## src/tsb_pkg.sv

```systemverilog
`timescale 1ns / 1ps
// Shared types and constants for the tagged slot buffer.
// Used by tsb_slot_tags, tagged_slot_buffer_core, tsb_checker and testbench; no dependencies.
package tsb_pkg;

   // Storage geometry
   localparam int SLOTS     = 16;
   localparam int SLOT_W    = $clog2(SLOTS);
   localparam int KEY_W     = 16;
   localparam int PAYLOAD_W = 32;

   // Field widths fixed by the interface
   localparam int IDX_W = 4;
   localparam int CNT_W = 5;

   localparam logic [CNT_W-1:0] CNT_RESET = CNT_W'(16);

   typedef enum logic {
      ACT_WRITE = 1'b0,
      ACT_READ  = 1'b1
   } action_type;

   typedef enum logic [1:0] {
      ST_WRITTEN   = 2'd0,
      ST_FULL      = 2'd1,
      ST_FOUND     = 2'd2,
      ST_NOT_FOUND = 2'd3
   } status_type;

   typedef enum logic [1:0] {
      S_IDLE  = 2'd0,
      S_FETCH = 2'd1,
      S_HOLD  = 2'd2
   } state_type;

   typedef struct packed {
      action_type           action;
      logic [KEY_W-1:0]     key;
      logic [PAYLOAD_W-1:0] payload;
   } req_type;

   typedef struct packed {
      status_type           status;
      logic [IDX_W-1:0]     slot_index;
      logic [KEY_W-1:0]     out_key;
      logic [PAYLOAD_W-1:0] out_payload;
   } rsp_type;

   // Search request from the controller to the tag array
   typedef struct packed {
      logic             go;
      action_type       action;
      logic [KEY_W-1:0] key;
   } lookup_type;

   // Search outcome from the tag array
   typedef struct packed {
      logic              hit;
      logic [SLOT_W-1:0] slot;
   } find_type;

endpackage

```

## src/tsb_ram.sv

```systemverilog
`timescale 1ns / 1ps
// Generic simple dual-port RAM, one write and one registered read port.
// No dependencies.
module tsb_ram #(
   parameter int DEPTH  = 16,
   parameter int WIDTH  = 32,
   parameter int ADDR_W = $clog2(DEPTH)
) (
   input  logic              clock,
   input  logic              wr_en,
   input  logic [ADDR_W-1:0] wr_addr,
   input  logic [WIDTH-1:0]  wr_data,
   input  logic              rd_en,
   input  logic [ADDR_W-1:0] rd_addr,
   output logic [WIDTH-1:0]  rd_data
);

   logic [WIDTH-1:0] mem [DEPTH];
   logic [WIDTH-1:0] rd_data_ff;

   // Write port
   always_ff @(posedge clock) begin
      if (wr_en) begin
         mem[wr_addr] <= wr_data;
      end
   end

   // Registered read port
   always_ff @(posedge clock) begin
      if (rd_en) begin
         rd_data_ff <= mem[rd_addr];
      end
   end

   assign rd_data = rd_data_ff;

endmodule

```

## src/tsb_slot_tags.sv

```systemverilog
`timescale 1ns / 1ps
// Slot valid bits and keys with parallel compare and priority encode.
// Depends on tsb_pkg.
module tsb_slot_tags (
   input  logic                      clock,
   input  logic                      reset,
   input  logic [tsb_pkg::CNT_W-1:0] slot_count,
   input  tsb_pkg::lookup_type       lookup,
   output tsb_pkg::find_type         find
);
   import tsb_pkg::*;

   logic [SLOTS-1:0] valid_ff;
   logic [SLOTS-1:0] valid_in;
   logic [KEY_W-1:0] key_ff [SLOTS];
   logic [SLOTS-1:0] in_use;
   logic [SLOTS-1:0] cand;
   logic             hit;
   logic [SLOT_W-1:0] slot;

   // Mark slots in use and pick candidates for this action
   always_comb begin
      for (int i = 0; i < SLOTS; i++) begin
         in_use[i] = (i < int'(slot_count));
         if (lookup.action == ACT_WRITE) begin
            cand[i] = in_use[i] && !valid_ff[i];
         end else begin
            cand[i] = in_use[i] && valid_ff[i] && (key_ff[i] == lookup.key);
         end
      end
   end

   // Lowest-numbered candidate wins
   always_comb begin
      hit  = 1'b0;
      slot = '0;
      for (int i = SLOTS - 1; i >= 0; i--) begin
         if (cand[i]) begin
            hit  = 1'b1;
            slot = SLOT_W'(i);
         end
      end
   end

   assign find.hit  = hit;
   assign find.slot = slot;

   // Set on a stored write, clear on a found read
   always_comb begin
      valid_in = valid_ff;
      if (lookup.go && hit) begin
         valid_in[slot] = (lookup.action == ACT_WRITE);
      end
   end

   always_ff @(posedge clock) begin
      if (reset) begin
         valid_ff <= '0;
      end else begin
         valid_ff <= valid_in;
      end
   end

   // Keys need no reset
   always_ff @(posedge clock) begin
      if (lookup.go && hit && lookup.action == ACT_WRITE) begin
         key_ff[slot] <= lookup.key;
      end
   end

endmodule

```

## src/tagged_slot_buffer_core.sv

```systemverilog
`timescale 1ns / 1ps
// Tagged slot buffer: keyed slot store with first-free write, first-match read.
// Depends on tsb_pkg, tsb_slot_tags and tsb_ram.
//
// Usage:
//   req channel (req_valid / req_stall / req_data): one action per transfer.
//     A write stores key and payload in the lowest free slot below the slot
//     count, a read removes the lowest valid slot whose key matches.
//   rsp channel (rsp_valid / rsp_stall / rsp_data): exactly one result per
//     request, in order.
//   csr channel (csr_valid / csr_ready / csr_data): sets the slot count;
//     always ready, write only while the block is idle.
// Timing: a request is searched in the cycle it is taken, and the payload RAM
//   is read or written at that edge; the registered read data forms the result
//   in S_FETCH. No new request is taken until the block is back in S_IDLE.
// Stall: a result that cannot leave is parked in a hold register; the next
//   request is taken once the hold register has moved into the result
//   register, so a stall on rsp backs up into req_stall.
// Reset: all slots empty, slot count 16, no result pending. No clearing pass.
module tagged_slot_buffer_core (
   input  logic                      clock,
   input  logic                      reset,
   input  logic                      req_valid,
   output logic                      req_stall,
   input  tsb_pkg::req_type          req_data,
   output logic                      rsp_valid,
   input  logic                      rsp_stall,
   output tsb_pkg::rsp_type          rsp_data,
   input  logic                      csr_valid,
   output logic                      csr_ready,
   input  logic [tsb_pkg::CNT_W-1:0] csr_data
);
   import tsb_pkg::*;

   state_type            state_ff, state_in;
   logic [CNT_W-1:0]     count_ff;
   logic                 accept;
   lookup_type           lookup;
   find_type             find;
   logic [PAYLOAD_W-1:0] rd_data;

   action_type           act_ff;
   logic [KEY_W-1:0]     key_ff;
   logic                 hit_ff;
   logic [SLOT_W-1:0]    slot_ff;

   rsp_type              result;
   rsp_type              hold_ff, hold_in;
   rsp_type              rsp_ff, rsp_in;
   logic                 rsp_valid_ff, rsp_valid_in;
   logic                 out_free;

   // Configuration register
   assign csr_ready = 1'b1;
   always_ff @(posedge clock) begin
      if (reset) begin
         count_ff <= CNT_RESET;
      end else if (csr_valid && csr_ready) begin
         count_ff <= csr_data;
      end
   end

   // Take a request only when idle
   assign req_stall = (state_ff != S_IDLE);
   assign accept    = req_valid && !req_stall;

   assign lookup.go     = accept;
   assign lookup.action = req_data.action;
   assign lookup.key    = req_data.key;

   tsb_slot_tags u_tags (
      .clock      (clock),
      .reset      (reset),
      .slot_count (count_ff),
      .lookup     (lookup),
      .find       (find)
   );

   tsb_ram #(
      .DEPTH (SLOTS),
      .WIDTH (PAYLOAD_W)
   ) u_payload (
      .clock   (clock),
      .wr_en   (accept && find.hit && req_data.action == ACT_WRITE),
      .wr_addr (find.slot),
      .wr_data (req_data.payload),
      .rd_en   (accept && req_data.action == ACT_READ),
      .rd_addr (find.slot),
      .rd_data (rd_data)
   );

   // Capture the request and search outcome for the result cycle
   always_ff @(posedge clock) begin
      if (accept) begin
         act_ff  <= req_data.action;
         key_ff  <= req_data.key;
         hit_ff  <= find.hit;
         slot_ff <= find.slot;
      end
   end

   // Build the result from the search outcome and RAM data
   always_comb begin
      result = '0;
      if (act_ff == ACT_WRITE) begin
         result.status = hit_ff ? ST_WRITTEN : ST_FULL;
      end else begin
         result.status = hit_ff ? ST_FOUND : ST_NOT_FOUND;
         if (hit_ff) begin
            result.out_key     = key_ff;
            result.out_payload = rd_data;
         end
      end
      if (hit_ff) begin
         result.slot_index = IDX_W'(slot_ff);
      end
   end

   assign out_free = !rsp_valid_ff || !rsp_stall;

   // Next state and output register loading
   always_comb begin
      state_in     = state_ff;
      hold_in      = hold_ff;
      rsp_in       = rsp_ff;
      rsp_valid_in = rsp_valid_ff && rsp_stall;
      case (state_ff)
         S_IDLE: begin
            if (accept) begin
               state_in = S_FETCH;
            end
         end
         S_FETCH: begin
            if (out_free) begin
               rsp_in       = result;
               rsp_valid_in = 1'b1;
               state_in     = S_IDLE;
            end else begin
               hold_in  = result;
               state_in = S_HOLD;
            end
         end
         S_HOLD: begin
            if (out_free) begin
               rsp_in       = hold_ff;
               rsp_valid_in = 1'b1;
               state_in     = S_IDLE;
            end
         end
         default: begin
            state_in = S_IDLE;
         end
      endcase
   end

   always_ff @(posedge clock) begin
      if (reset) begin
         state_ff     <= S_IDLE;
         rsp_valid_ff <= 1'b0;
      end else begin
         state_ff     <= state_in;
         rsp_valid_ff <= rsp_valid_in;
      end
   end

   always_ff @(posedge clock) begin
      hold_ff <= hold_in;
      rsp_ff  <= rsp_in;
   end

   assign rsp_valid = rsp_valid_ff;
   assign rsp_data  = rsp_ff;

   // A taken request is always followed by its result cycle
   a_accept_fetch: assert property (@(posedge clock) disable iff (reset)
      accept |=> state_ff == S_FETCH)
      else $error("request not followed by fetch cycle");

   // The hold register is only used while the output is occupied
   a_hold_blocked: assert property (@(posedge clock) disable iff (reset)
      state_ff == S_HOLD |-> rsp_valid_ff)
      else $error("result parked with output register empty");

   // A hit never lands outside the searched range
   a_hit_in_range: assert property (@(posedge clock) disable iff (reset)
      state_ff == S_FETCH && hit_ff |-> int'(slot_ff) < int'(count_ff))
      else $error("slot hit beyond slot count");

   // A fetch cycle always ends with a loaded or parked result
   a_fetch_done: assert property (@(posedge clock) disable iff (reset)
      state_ff == S_FETCH |=> rsp_valid_ff)
      else $error("fetch cycle produced no result");

endmodule

```

## config.mk

```make
export PLATFORM = sky130hd
export DESIGN_NAME = tagged_slot_buffer_core
export DESIGN_NICKNAME = d
export VERILOG_FILES = /design/src/tsb_pkg.sv /design/src/tsb_ram.sv /design/src/tsb_slot_tags.sv /design/src/tagged_slot_buffer_core.sv
export SDC_FILE = /design/constraint.sdc
export NUM_CORES = 1
export LEC_CHECK = 0
export BUFFER_PORTS_ARGS = -buffer_cell sky130_fd_sc_hd__buf_2
export CORE_UTILIZATION = 62
export CTS_BUF_LIST = sky130_fd_sc_hd__clkbuf_16
export DETAILED_ROUTE_END_ITERATION = 10
export HOLD_SLACK_MARGIN = 0.1
export PLACE_DENSITY_LB_ADDON = 0.15
export SKIP_LAST_GASP = 1
export SLEW_MARGIN = 15
export SYNTH_ARGS = -nofsm -noshare
export SYNTH_HDL_FRONTEND = slang
export SYNTH_SLANG_ARGS = --single-unit
export TNS_END_PERCENT = 20
```

## constraint.sdc

```tcl
create_clock -name clock -period 8.88 [get_ports clock]
set_input_delay 1.776 -clock clock [delete_from_list [all_inputs] [get_ports clock]]
set_output_delay 1.776 -clock clock [all_outputs]
set_load 0.005 [all_outputs]
```

=== Word level (Yosys, flattened, before mapping) ===
Memory sizes are Yosys's and may differ from the RTL's. A register that Yosys moved wholly into a read port is not among the register bits.
Index checks and enable logic that the tools add are counted.

* Flip-flop bits (word level): 154
* Bits in writable memories: 768
* Input port bits: 59
* Output and inout port bits: 57
* Word-level logic and storage cells: 208
* Memories kept: 2

{| class="wikitable"
|+ Memories
! name !! words !! width !! read ports !! clocked after memory_dff !! write ports !! RTL line !! source
|-
| u_payload.mem || 16 || 32 || 1 || 1 || 1 || tsb_ram.sv:18 || <nowiki>logic [WIDTH-1:0] mem [DEPTH];</nowiki>
|-
| u_tags.key_ff || 16 || 16 || 16 || 0 || 1 || tsb_slot_tags.sv:15 || <nowiki>logic [KEY_W-1:0] key_ff [SLOTS];</nowiki>
|}

* $lt $le $gt $ge: 18
* Eq/ne operators: 21
* Mux-type cells: 68
* Bitwise operators: 2
* Reductions and logical operators: 81

{| class="wikitable"
|+ Operators by type and width
! operator !! count
|-
| 16-bit equality test || 16
|-
| 54-bit 2-to-1 mux || 2
|-
| 54-bit one-hot mux with 2 select lines || 1
|-
| 48-bit 2-to-1 mux || 2
|-
| 4-bit 2-to-1 mux || 17
|-
| 1-bit logical AND || 54
|-
| 4-bit by 5-bit less-than comparator with 1-bit output (first input constant) || 8
|-
| 1-bit 2-to-1 mux || 39
|-
| 3-bit by 5-bit less-than comparator with 1-bit output (first input constant) || 4
|-
| 1-bit logical NOT || 19
|-
| 16-bit bitwise mux || 1
|-
| 1-bit by 5-bit less-than comparator with 1-bit output (first input constant) || 2
|-
| 2-bit by 5-bit less-than comparator with 1-bit output (first input constant) || 2
|-
| 2-bit 2-to-1 mux || 4
|-
| 2-bit != test (second input constant) || 3
|-
| 2-bit one-hot mux with 3 select lines || 1
|-
| 4-bit by 5-bit less-than comparator with 1-bit output (second input constant) || 1
|-
| 1-bit demux with 4-bit select || 1
|-
| 4-bit by 1-bit greater-or-equal comparator with 1-bit output (second input constant) || 1
|-
| 2-bit AND reduction || 2
|-
| 2-bit nonzero test || 2
|-
| 3-bit AND reduction || 1
|-
| 2-bit by 1-bit equality test with 1-bit output (second input constant) || 1
|-
| 2-bit equality test (second input constant) || 1
|-
| other kinds (4) || 5
|}

=== Longest topological paths before layout ===
Gate-level depths: netlist of run 1.

* Word-level depth: 25
* Mapped depth: 17

=== Cells and area by module ===
A second synthesis of run 1 with hierarchy kept.

* Cells, all modules: 1989
* Area total of the unflattened synthesis: 37773.7 um2

{| class="wikitable"
|+ Modules (own cells, without submodules)
! module !! instances !! cells an instance !! area each (um2) !! seq. area each (um2)
|-
| tsb_ram || 1 || 838 || 20156.8 || 16335.7
|-
| tsb_slot_tags || 1 || 851 || 12260.5 || 8007.7
|-
| tagged_slot_buffer_core || 1 || 300 || 5356.4 || 4063.9
|}

=== Least setup slack after synthesis of run 1 ===
No wires, ideal clock.

* Kind: input to register
* Start: input req_data[44] (netlist name)
* End: memory u_payload.mem[6][0], enable pin
* Library setup time: 0.454 ns
* Arrival: 6.225 ns
* Required time: 8.426 ns
* Setup slack: 2.201 ns
* Stages on the path: 13
* Path through: buf_2 > buf_6 > xnor2_1 > nand4_1 > or4_1 > o32ai_1 > and2b_1 > a211oi_2 > a31oi_4 > buf_2 > buf_4 > or2_2 > nor2_1

* Longest elaborated chain between the ends: 23

{| class="wikitable"
|+ RTL lines
! item !! RTL line !! source
|-
| start: declaration || tagged_slot_buffer_core.sv:25 || <nowiki>input tsb_pkg::req_type req_data,</nowiki>
|-
| 16-bit equality test || tsb_slot_tags.sv:28 || <nowiki>cand[i] = in_use[i] && valid_ff[i] && (key_ff[i] == lookup.key);</nowiki>
|-
| 1-bit logical AND || tsb_slot_tags.sv:28 ||
|-
| 1-bit 2-to-1 mux || tsb_slot_tags.sv:25 || <nowiki>if (lookup.action == ACT_WRITE) begin</nowiki>
|-
| 1-bit 2-to-1 mux (16 in series) || tsb_slot_tags.sv:38 || <nowiki>if (cand[i]) begin</nowiki>
|-
| 1-bit logical AND (2 in series) || tagged_slot_buffer_core.sv:84 || <nowiki>.wr_en (accept && find.hit && req_data.action == ACT_WRITE),</nowiki>
|-
| 1-bit 2-to-1 mux || tsb_ram.sv:23 || <nowiki>if (wr_en) begin</nowiki>
|-
| 1-bit 2-to-1 mux (implied by the code) || tsb_ram.sv:24 || <nowiki>mem[wr_addr] <= wr_data;</nowiki>
|-
| end: declaration || tsb_ram.sv:18 ||
|}

Parallel ways exist; a longest one is shown, timed or not.

=== Final worst setup path of run 1 ===
* Start: input req_data[33] (netlist name)
* End: memory u_tags.key_ff[6][1], enable pin

* Longest elaborated chain between the ends: 23

{| class="wikitable"
|+ RTL lines
! item !! RTL line !! source
|-
| 16-bit equality test || tsb_slot_tags.sv:28 ||
|-
| 1-bit logical AND || tsb_slot_tags.sv:28 ||
|-
| 1-bit 2-to-1 mux || tsb_slot_tags.sv:25 ||
|-
| 1-bit 2-to-1 mux (16 in series) || tsb_slot_tags.sv:38 ||
|-
| 1-bit logical AND (2 in series) || tsb_slot_tags.sv:66 || <nowiki>if (lookup.go && hit && lookup.action == ACT_WRITE) begin</nowiki>
|-
| 1-bit 2-to-1 mux || tsb_slot_tags.sv:66 ||
|-
| 1-bit 2-to-1 mux (implied by the code) || tsb_slot_tags.sv:67 || <nowiki>key_ff[slot] <= lookup.key;</nowiki>
|-
| end: declaration || tsb_slot_tags.sv:15 ||
|}

Parallel ways exist; a longest one is shown, timed or not.

==> metrics.yaml, run 1 <==
timing:
  fin_crit_sh_pct: 72.4
  period_minus_slack_ns: 6.43
  fin_skew_ns: 0.0227
  rsz0062_at_grt: "no"
  whs_ns: 0.543
  setup_viol: 0
  tightest_slew_ns: 1.21
  fin_setup_tns_ns: 0
  hold_viol_final: 0
  fmax_ghz: 0.155
  max-slew-margin-rel_pct: 19.2
  drv_slew: 0
finish:
  n_antenna_cell: 0
  post-route-util_pct: 70.0
  finish.net_count: 2463
  final_area_um2: 42400
  final_cells: 3261
  area_growth_syn_to_layout_pct: 11.2
  drive_above_1_share_pct: 17.1
flow_run:
  max_cap_viol_count: 0
clocking:
  clock-sinks: 954
  cts_hold_buf: 0
  insertion_delay_ns: 0.66
  numCtsBuffers: 92
  cts_setup_buffers: 0
  cts-resized-gates: 0
  clk_pin_slew_ns: 0.06
  cts.path.max_buffers: 3
  cts_tree: "built"
  h-tree-depth: 3
  root_buffer: "clkbuf_16"
yosys:
  syn_area_per_cell_um2: 16.8
  synthTopCellsByArea: "edfxtp_1 73%, mux2i_1 5.0%, xor2_1 3.0%, xnor2_1 2.9%, mux2_2 2.8%"
  synth_nets: 2332
  syn-cell-area_um2: 38200
  netlist.area_leader.share_pct: 73.2
  yosysSeqAreaShare_pct: 74.5
  synth_area_leader_cell: "edfxtp_1"
  synthArstFlopShare_pct: 0
  yosysWarnings: 0
  ys.flop_type: "edfxtp_1"
  synth_seq_cells: 954
  ys_types: 65
  synthCells: 2269
  synth_enable_flop_cells: 930
route:
  avgViaCountPerCell: 6.23
  drt_wl_total_mm: 82.7
  drtIter0Drc: 2287
  route.antenna.remaining_nets: 0
  drc_errors: 0
  vias: 20300
  wl_per_cell_um: 25.4
  drtPass1Iterations: 7
grt:
  grt_pass1_vias: 20000
  track_usage_pct: 26.7
  antenna_found_initial: 7
  gr-total-overflow: 0
  grt_max_degree: 116
  grt_pass1_wl_mm: 124
power:
  p_sw_w: 0.00216
  comb_power_share_pct: 8.0
  pwr-share-clk_pct: 39.2
  leakagePower_nw: 14.2
  peakVddDrop_uv: 161
  p_seq_share_pct: 52.8
  power.density_nw_per_um2: 227
  power.internal_w: 0.00748
  p_sw_share_pct: 22.4
worst_setup_path:
  rr_startpoint: "count_ff[4]"
  worstPathMaxFanout: 34
  start_kind: "input port"
  slowest_stage: "nor2_4"
  path_cells: "buf_2 > xor2_1 > nor4_1 > nand3_1 > o21ai_0 > nand4bb_1 > nor2b_4 > buf_4 > nand2_1 > nor2_4 > buf_4"
  worstPathArrival_ns: 6.76
  cp_slowest_stage_delay_ns: 1.01
  startpoint: "req_data[33]"
  cp.required_ns: 9.21
  worstSetupPathType: "in -> reg"
  setup.worst_path.end_class: "flop"
  critPathMostFrequentCell: "buf_4"
die:
  num_rows: 90
  dieArea_um2: 62500
  io_pins: 116
  core_um2: 60600
  start_util_pct: 63.0
  die_y_um: 250
  die_w_um: 250
run_status:
  status: "finished, final reports clean"
placed_design:
  io_buffers: 114
  dp_hpwl_mm: 48.4
  place_congestion: 0.877
  dpl.cell_count: 3088
  place_area_um2: 39500
hold_path:
  hold_class: "reg -> reg"
  min_from: "hold_ff[52]"
==> worst max-delay path, delay by kind of cell <==
family / cells / cell delay (ns)
xor+xnor: 1 / 0.17
simple gates: 6 / 2.56
buf+inv: 3 / 1.64
compound gates: 1 / 0.53
==> routing by layer <==
layer,GRT usage (%),wire length (µm),vias up
met5,0,36,-
met1,40.6,36100,10300
met2,40.4,37700,882
met3,4.43,6910,141
li1,-,-,9010
met4,7.57,1920,6
==> per-stage QoR <==
stage	setup slack, ns	total power [W]
finish	2.45	0.00964
global route	2.24	0.00991
CTS	2.57	0.00969
detailed placement	1.89	0.00595
global placement	1.98	0.00593
floorplan	2.20	0.00568
==> Yosys cell counts (6+ instances only) <==
library cell and count:
a222oi_1 8, and2_1 7, nor4_1 26, or4_1 8, and3_1 51, clkbuf_1 40, a311oi_1 32, mux2_2 95
buf_2 49, mux2i_1 192, nand3_1 30, nand2_1 91, o32ai_1 6, o211ai_1 9, buf_6 17, o21ai_0 43
edfxtp_1 930, inv_1 24, buf_4 21, a22oi_1 6, dfxtp_1 24, or3_1 8, xnor2_1 126, o221ai_1 8
nand4_1 30, xor2_1 130, nor3_1 25, a221o_1 8, o22ai_1 42, nor2_1 64, a21oi_1 51
==> kinds of logic (layout without fill, tap and decap cells) <==
logic type               count (synthesis)  after routing  synth area share [%]
buffers and inverters                  155            365                  2.23
adder cells (fa/ha/maj)                  4              4                 0.131
AO/OA/AOI/OAI                          249            249                  4.57
other                                    1              1               0.00983
XOR/XNOR                               256            256                  5.88
multiplexers                           289            289                  7.92
flip-flops                             954            954                  74.5
AND/OR/NAND/NOR                        361            361                  4.80
==> sequential cells by signal, summed over array words and instances (netlist names) <==
register	cells
count_ff	5
slot_ff	4
rsp_data	54
u_payload.rd_data	32
hold_ff	54
key_ff	16
act_ff	1
u_tags.valid_ff	16
u_tags.key_ff	256
hit_ff	1
u_payload.mem	512
rsp_valid	1
state_ff	2
==> final timing paths <==
check | cells after the start | slack [ns] | to
max reg2reg | 9 | 3.68 | u_payload.mem[9][23]
min reg2reg | 2 | 0.54 | rsp_data[52]
max | 11 | 2.45 | u_tags.key_ff[6][1]
min | 2 | 0.54 | rsp_data[52]
==> power groups by stage <==
| stage | clock [W] | combinational, W | sequential, W |
|---|---|---|---|
| final | 0.00378 | 0.000767 | 0.00509 |
| after global routing | 0.00399 | 0.000825 | 0.00510 |
| after CTS | 0.00383 | 0.000767 | 0.00509 |
| after detailed placement | 0 | 0.000763 | 0.00519 |
| after global placement | 0 | 0.000745 | 0.00518 |
| after floorplan | 0 | 0.000511 | 0.00517 |
==> cells in the final DEF, fill, tap and decap left out, drive strengths merged, types with 46 or more instances in the layout <==
cell type / n
mux2: 97
and3: 51
a21oi: 51
nor2: 64
xnor2: 126
clkbuf: 92
mux2i: 192
clkinv: 51
buf: 167
xor2: 130
inv: 46
nand2: 91
edfxtp: 930
==> layout make-up <==
type / instances / area (µm²)
tap: 782 / 978
fill: 3882 / 18100
clock inverter: 81 / 643
sequential: 954 / 28400
timing repair buffer: 167 / 1010
clock buffer: 92 / 2300
inverter: 25 / 101
multi-input combinational: 1160 / 9000
Power figures use the tool's default switching activity.
==> run 2, diff against run 1 <==
--- a/config.mk
+++ b/config.mk
@@ -6,7 +6,7 @@
 export NUM_CORES = 1
 export LEC_CHECK = 0
 export BUFFER_PORTS_ARGS = -buffer_cell sky130_fd_sc_hd__buf_2
-export CORE_UTILIZATION = 62
+export CORE_UTILIZATION = 56
 export CTS_BUF_LIST = sky130_fd_sc_hd__clkbuf_16
 export DETAILED_ROUTE_END_ITERATION = 10
 export HOLD_SLACK_MARGIN = 0.1
==> constraint.sdc (replaced) <==
create_clock -name clock -period 5.6 [get_ports clock]
set_input_delay 1.12 -clock clock [delete_from_list [all_inputs] [get_ports clock]]
set_output_delay 1.12 -clock clock [all_outputs]
set_load 0.005 [all_outputs]
==> metrics.yaml, run 2 (synthesized netlist as in run 1, its figures left out) <==
run_status:
  status: "finished, final reports clean"
timing:
  rsz0062_at_grt: "no"
  fin_crit_sh_pct: 83.5
  fmax_ghz: 0.214
  fin_ws_ns: 0.926
  period_minus_slack_ns: 4.67
  tightest_slew_ns: 1.14
  fin_skew_ns: 0.0193
  hold_viol_final: 0
  setup_viol: 0
  max-slew-margin-rel_pct: 24.1
  drv_slew: 0
hold_path:
  hold_class: "reg -> reg"
  min_from: "u_tags.valid_ff[2]"
grt:
  antenna_found_initial: 1
  track_usage_pct: 24.9
  grt_max_degree: 58
  grt_pass1_wl_mm: 128
  grt_pass1_vias: 20400
  gr-total-overflow: 0
worst_setup_path:
  worstPathMaxFanout: 48
  cp_slowest_stage_delay_ns: 0.70
  worstSetupPathType: "in -> reg"
  critPathMostFrequentCell: "buf_4"
  path_cells: "buf_2 > buf_4 > buf_4 > buf_4 > xnor2_1 > nand4_1 > nor3_1 > a21o_1 > or4b_1 > nor2_1 > nand3_2 > or3_1 > nor2_4 > buf_12"
  worstPathArrival_ns: 4.97
  slowest_stage: "or4b_1"
  cp_top_family: "simple AND/OR/NAND/NOR gates"
  startpoint: "req_data[40]"
  rr_startpoint: "count_ff[3]"
  cp.required_ns: 5.89
  path_buf_inv: 5
  setup.worst_path.end_class: "flop"
  start_kind: "input port"
placed_design:
  place_congestion: 0.855
  place_area_um2: 40500
  pre_cts_ws_ns: 0.324
  io_buffers: 114
  dpl.cell_count: 3245
  dp_hpwl_mm: 51.0
die:
  num_rows: 95
  dieArea_um2: 69200
  start_util_pct: 56.7
  die_y_um: 263
  die_w_um: 263
  core_um2: 67300
  io_pins: 116
power:
  p_seq_share_pct: 52.6
  pwr-share-clk_pct: 39.1
  comb_power_share_pct: 8.3
  p_sw_w: 0.00341
  power.density_nw_per_um2: 353
  p_sw_share_pct: 22.2
  power.internal_w: 0.0119
  leakagePower_nw: 14.6
  peakVddDrop_uv: 251
finish:
  largest_reg_flops: 512
  finish.net_count: 2532
  mostFrequentLayoutCells: "930 x edfxtp_1, 192 x mux2i_1, 130 x xor2_1"
  largestRegisters: "u_payload.mem (512), u_tags.key_ff (256)"
  post-route-util_pct: 64.6
  regMostFlops: "u_payload.mem"
  drive_above_1_share_pct: 19.2
  final_cells: 3422
  final_common_cell: "edfxtp_1"
  final_area_um2: 43500
  area_growth_syn_to_layout_pct: 13.9
  nFillCells: 4649
route:
  avgViaCountPerCell: 5.98
  route.antenna.remaining_nets: 0
  vias: 20500
  drt_wl_total_mm: 85.7
  drtIter0Drc: 2058
  drtPass1Iterations: 5
  drc_errors: 0
  wl_per_cell_um: 25.0
clocking:
  numCtsBuffers: 95
  cts_tree: "built"
  root_buffer: "clkbuf_16"
  cts-resized-gates: 0
  insertion_delay_ns: 0.65
  cts_hold_buf: 0
  clk_pin_slew_ns: 0.06
  h-tree-depth: 3
  cts.path.max_buffers: 3
  clock-sinks: 954
  cts_setup_buffers: 0
flow_run:
  max_cap_viol_count: 0
-- run 2: worst reg2reg max path, stage by stage (launching register included) --
cell	delay, ns
dfxtp_1	0.49
or3_1	0.49
nor2_1	0.14
or3_1	0.15
o21ai_0	0.15
or4b_1	0.73
nor2_1	0.27
nand3_2	0.30
or3_1	0.62
nor2_4	0.17
buf_12	0.35
-- run 2: routing by layer --
layer | routed length (µm) | GRT usage [%] | vias up
li1 | - | - | 9178
met1 | 38200 | 37.1 | 10400
met2 | 39400 | 38.2 | 762
met3 | 6510 | 4.14 | 112
met4 | 1610 | 6.80 | 2
met5 | 10 | 0 | -
-- run 2: path summary, 6_finish.rpt --
path	endpoint	cells after the start	slack, ns
max	u_payload.mem[14][24]	14	0.93
min	u_tags.valid_ff[2]	2	0.51
max reg2reg	u_payload.mem[14][24]	10	1.36
min reg2reg	u_tags.valid_ff[2]	2	0.51
-- run 2: per-stage QoR --
stage,hold WS [ns],power (W),TNS [ns]
2_1_floorplan,0.463,0.00901,-197.06
3_3_place_gp,0.484,0.00947,0
3_5_place_dp,0.492,0.00950,0
4_1_cts,0.502,0.0154,0
5_1_grt,0.523,0.0158,0
6_report,0.508,0.0153,0
-- run 2: layout make-up --
| type | count | area, µm² | area share [%] |
|---|---|---|---|
| diodes | 1 | 2.50 | 0.00576 |
| clock inverters | 78 | 494 | 1.14 |
| inverters | 25 | 101 | 0.233 |
| flip-flops and latches | 954 | 28400 | 65.4 |
| repair buffers | 233 | 1900 | 4.38 |
| well taps | 873 | 1090 | 2.51 |
| clock buffers | 98 | 2450 | 5.64 |
| multi-input cells | 1160 | 9000 | 20.7 |
-- run 2: power by group through the flow --
stage	sequential, W	combinational, W	clock (W)
floorplan	0.00820	0.000810	0
global placement	0.00822	0.00125	0
detailed placement	0.00822	0.00127	0
CTS	0.00807	0.00128	0.00609
global route	0.00808	0.00137	0.00637
finish	0.00807	0.00127	0.00600
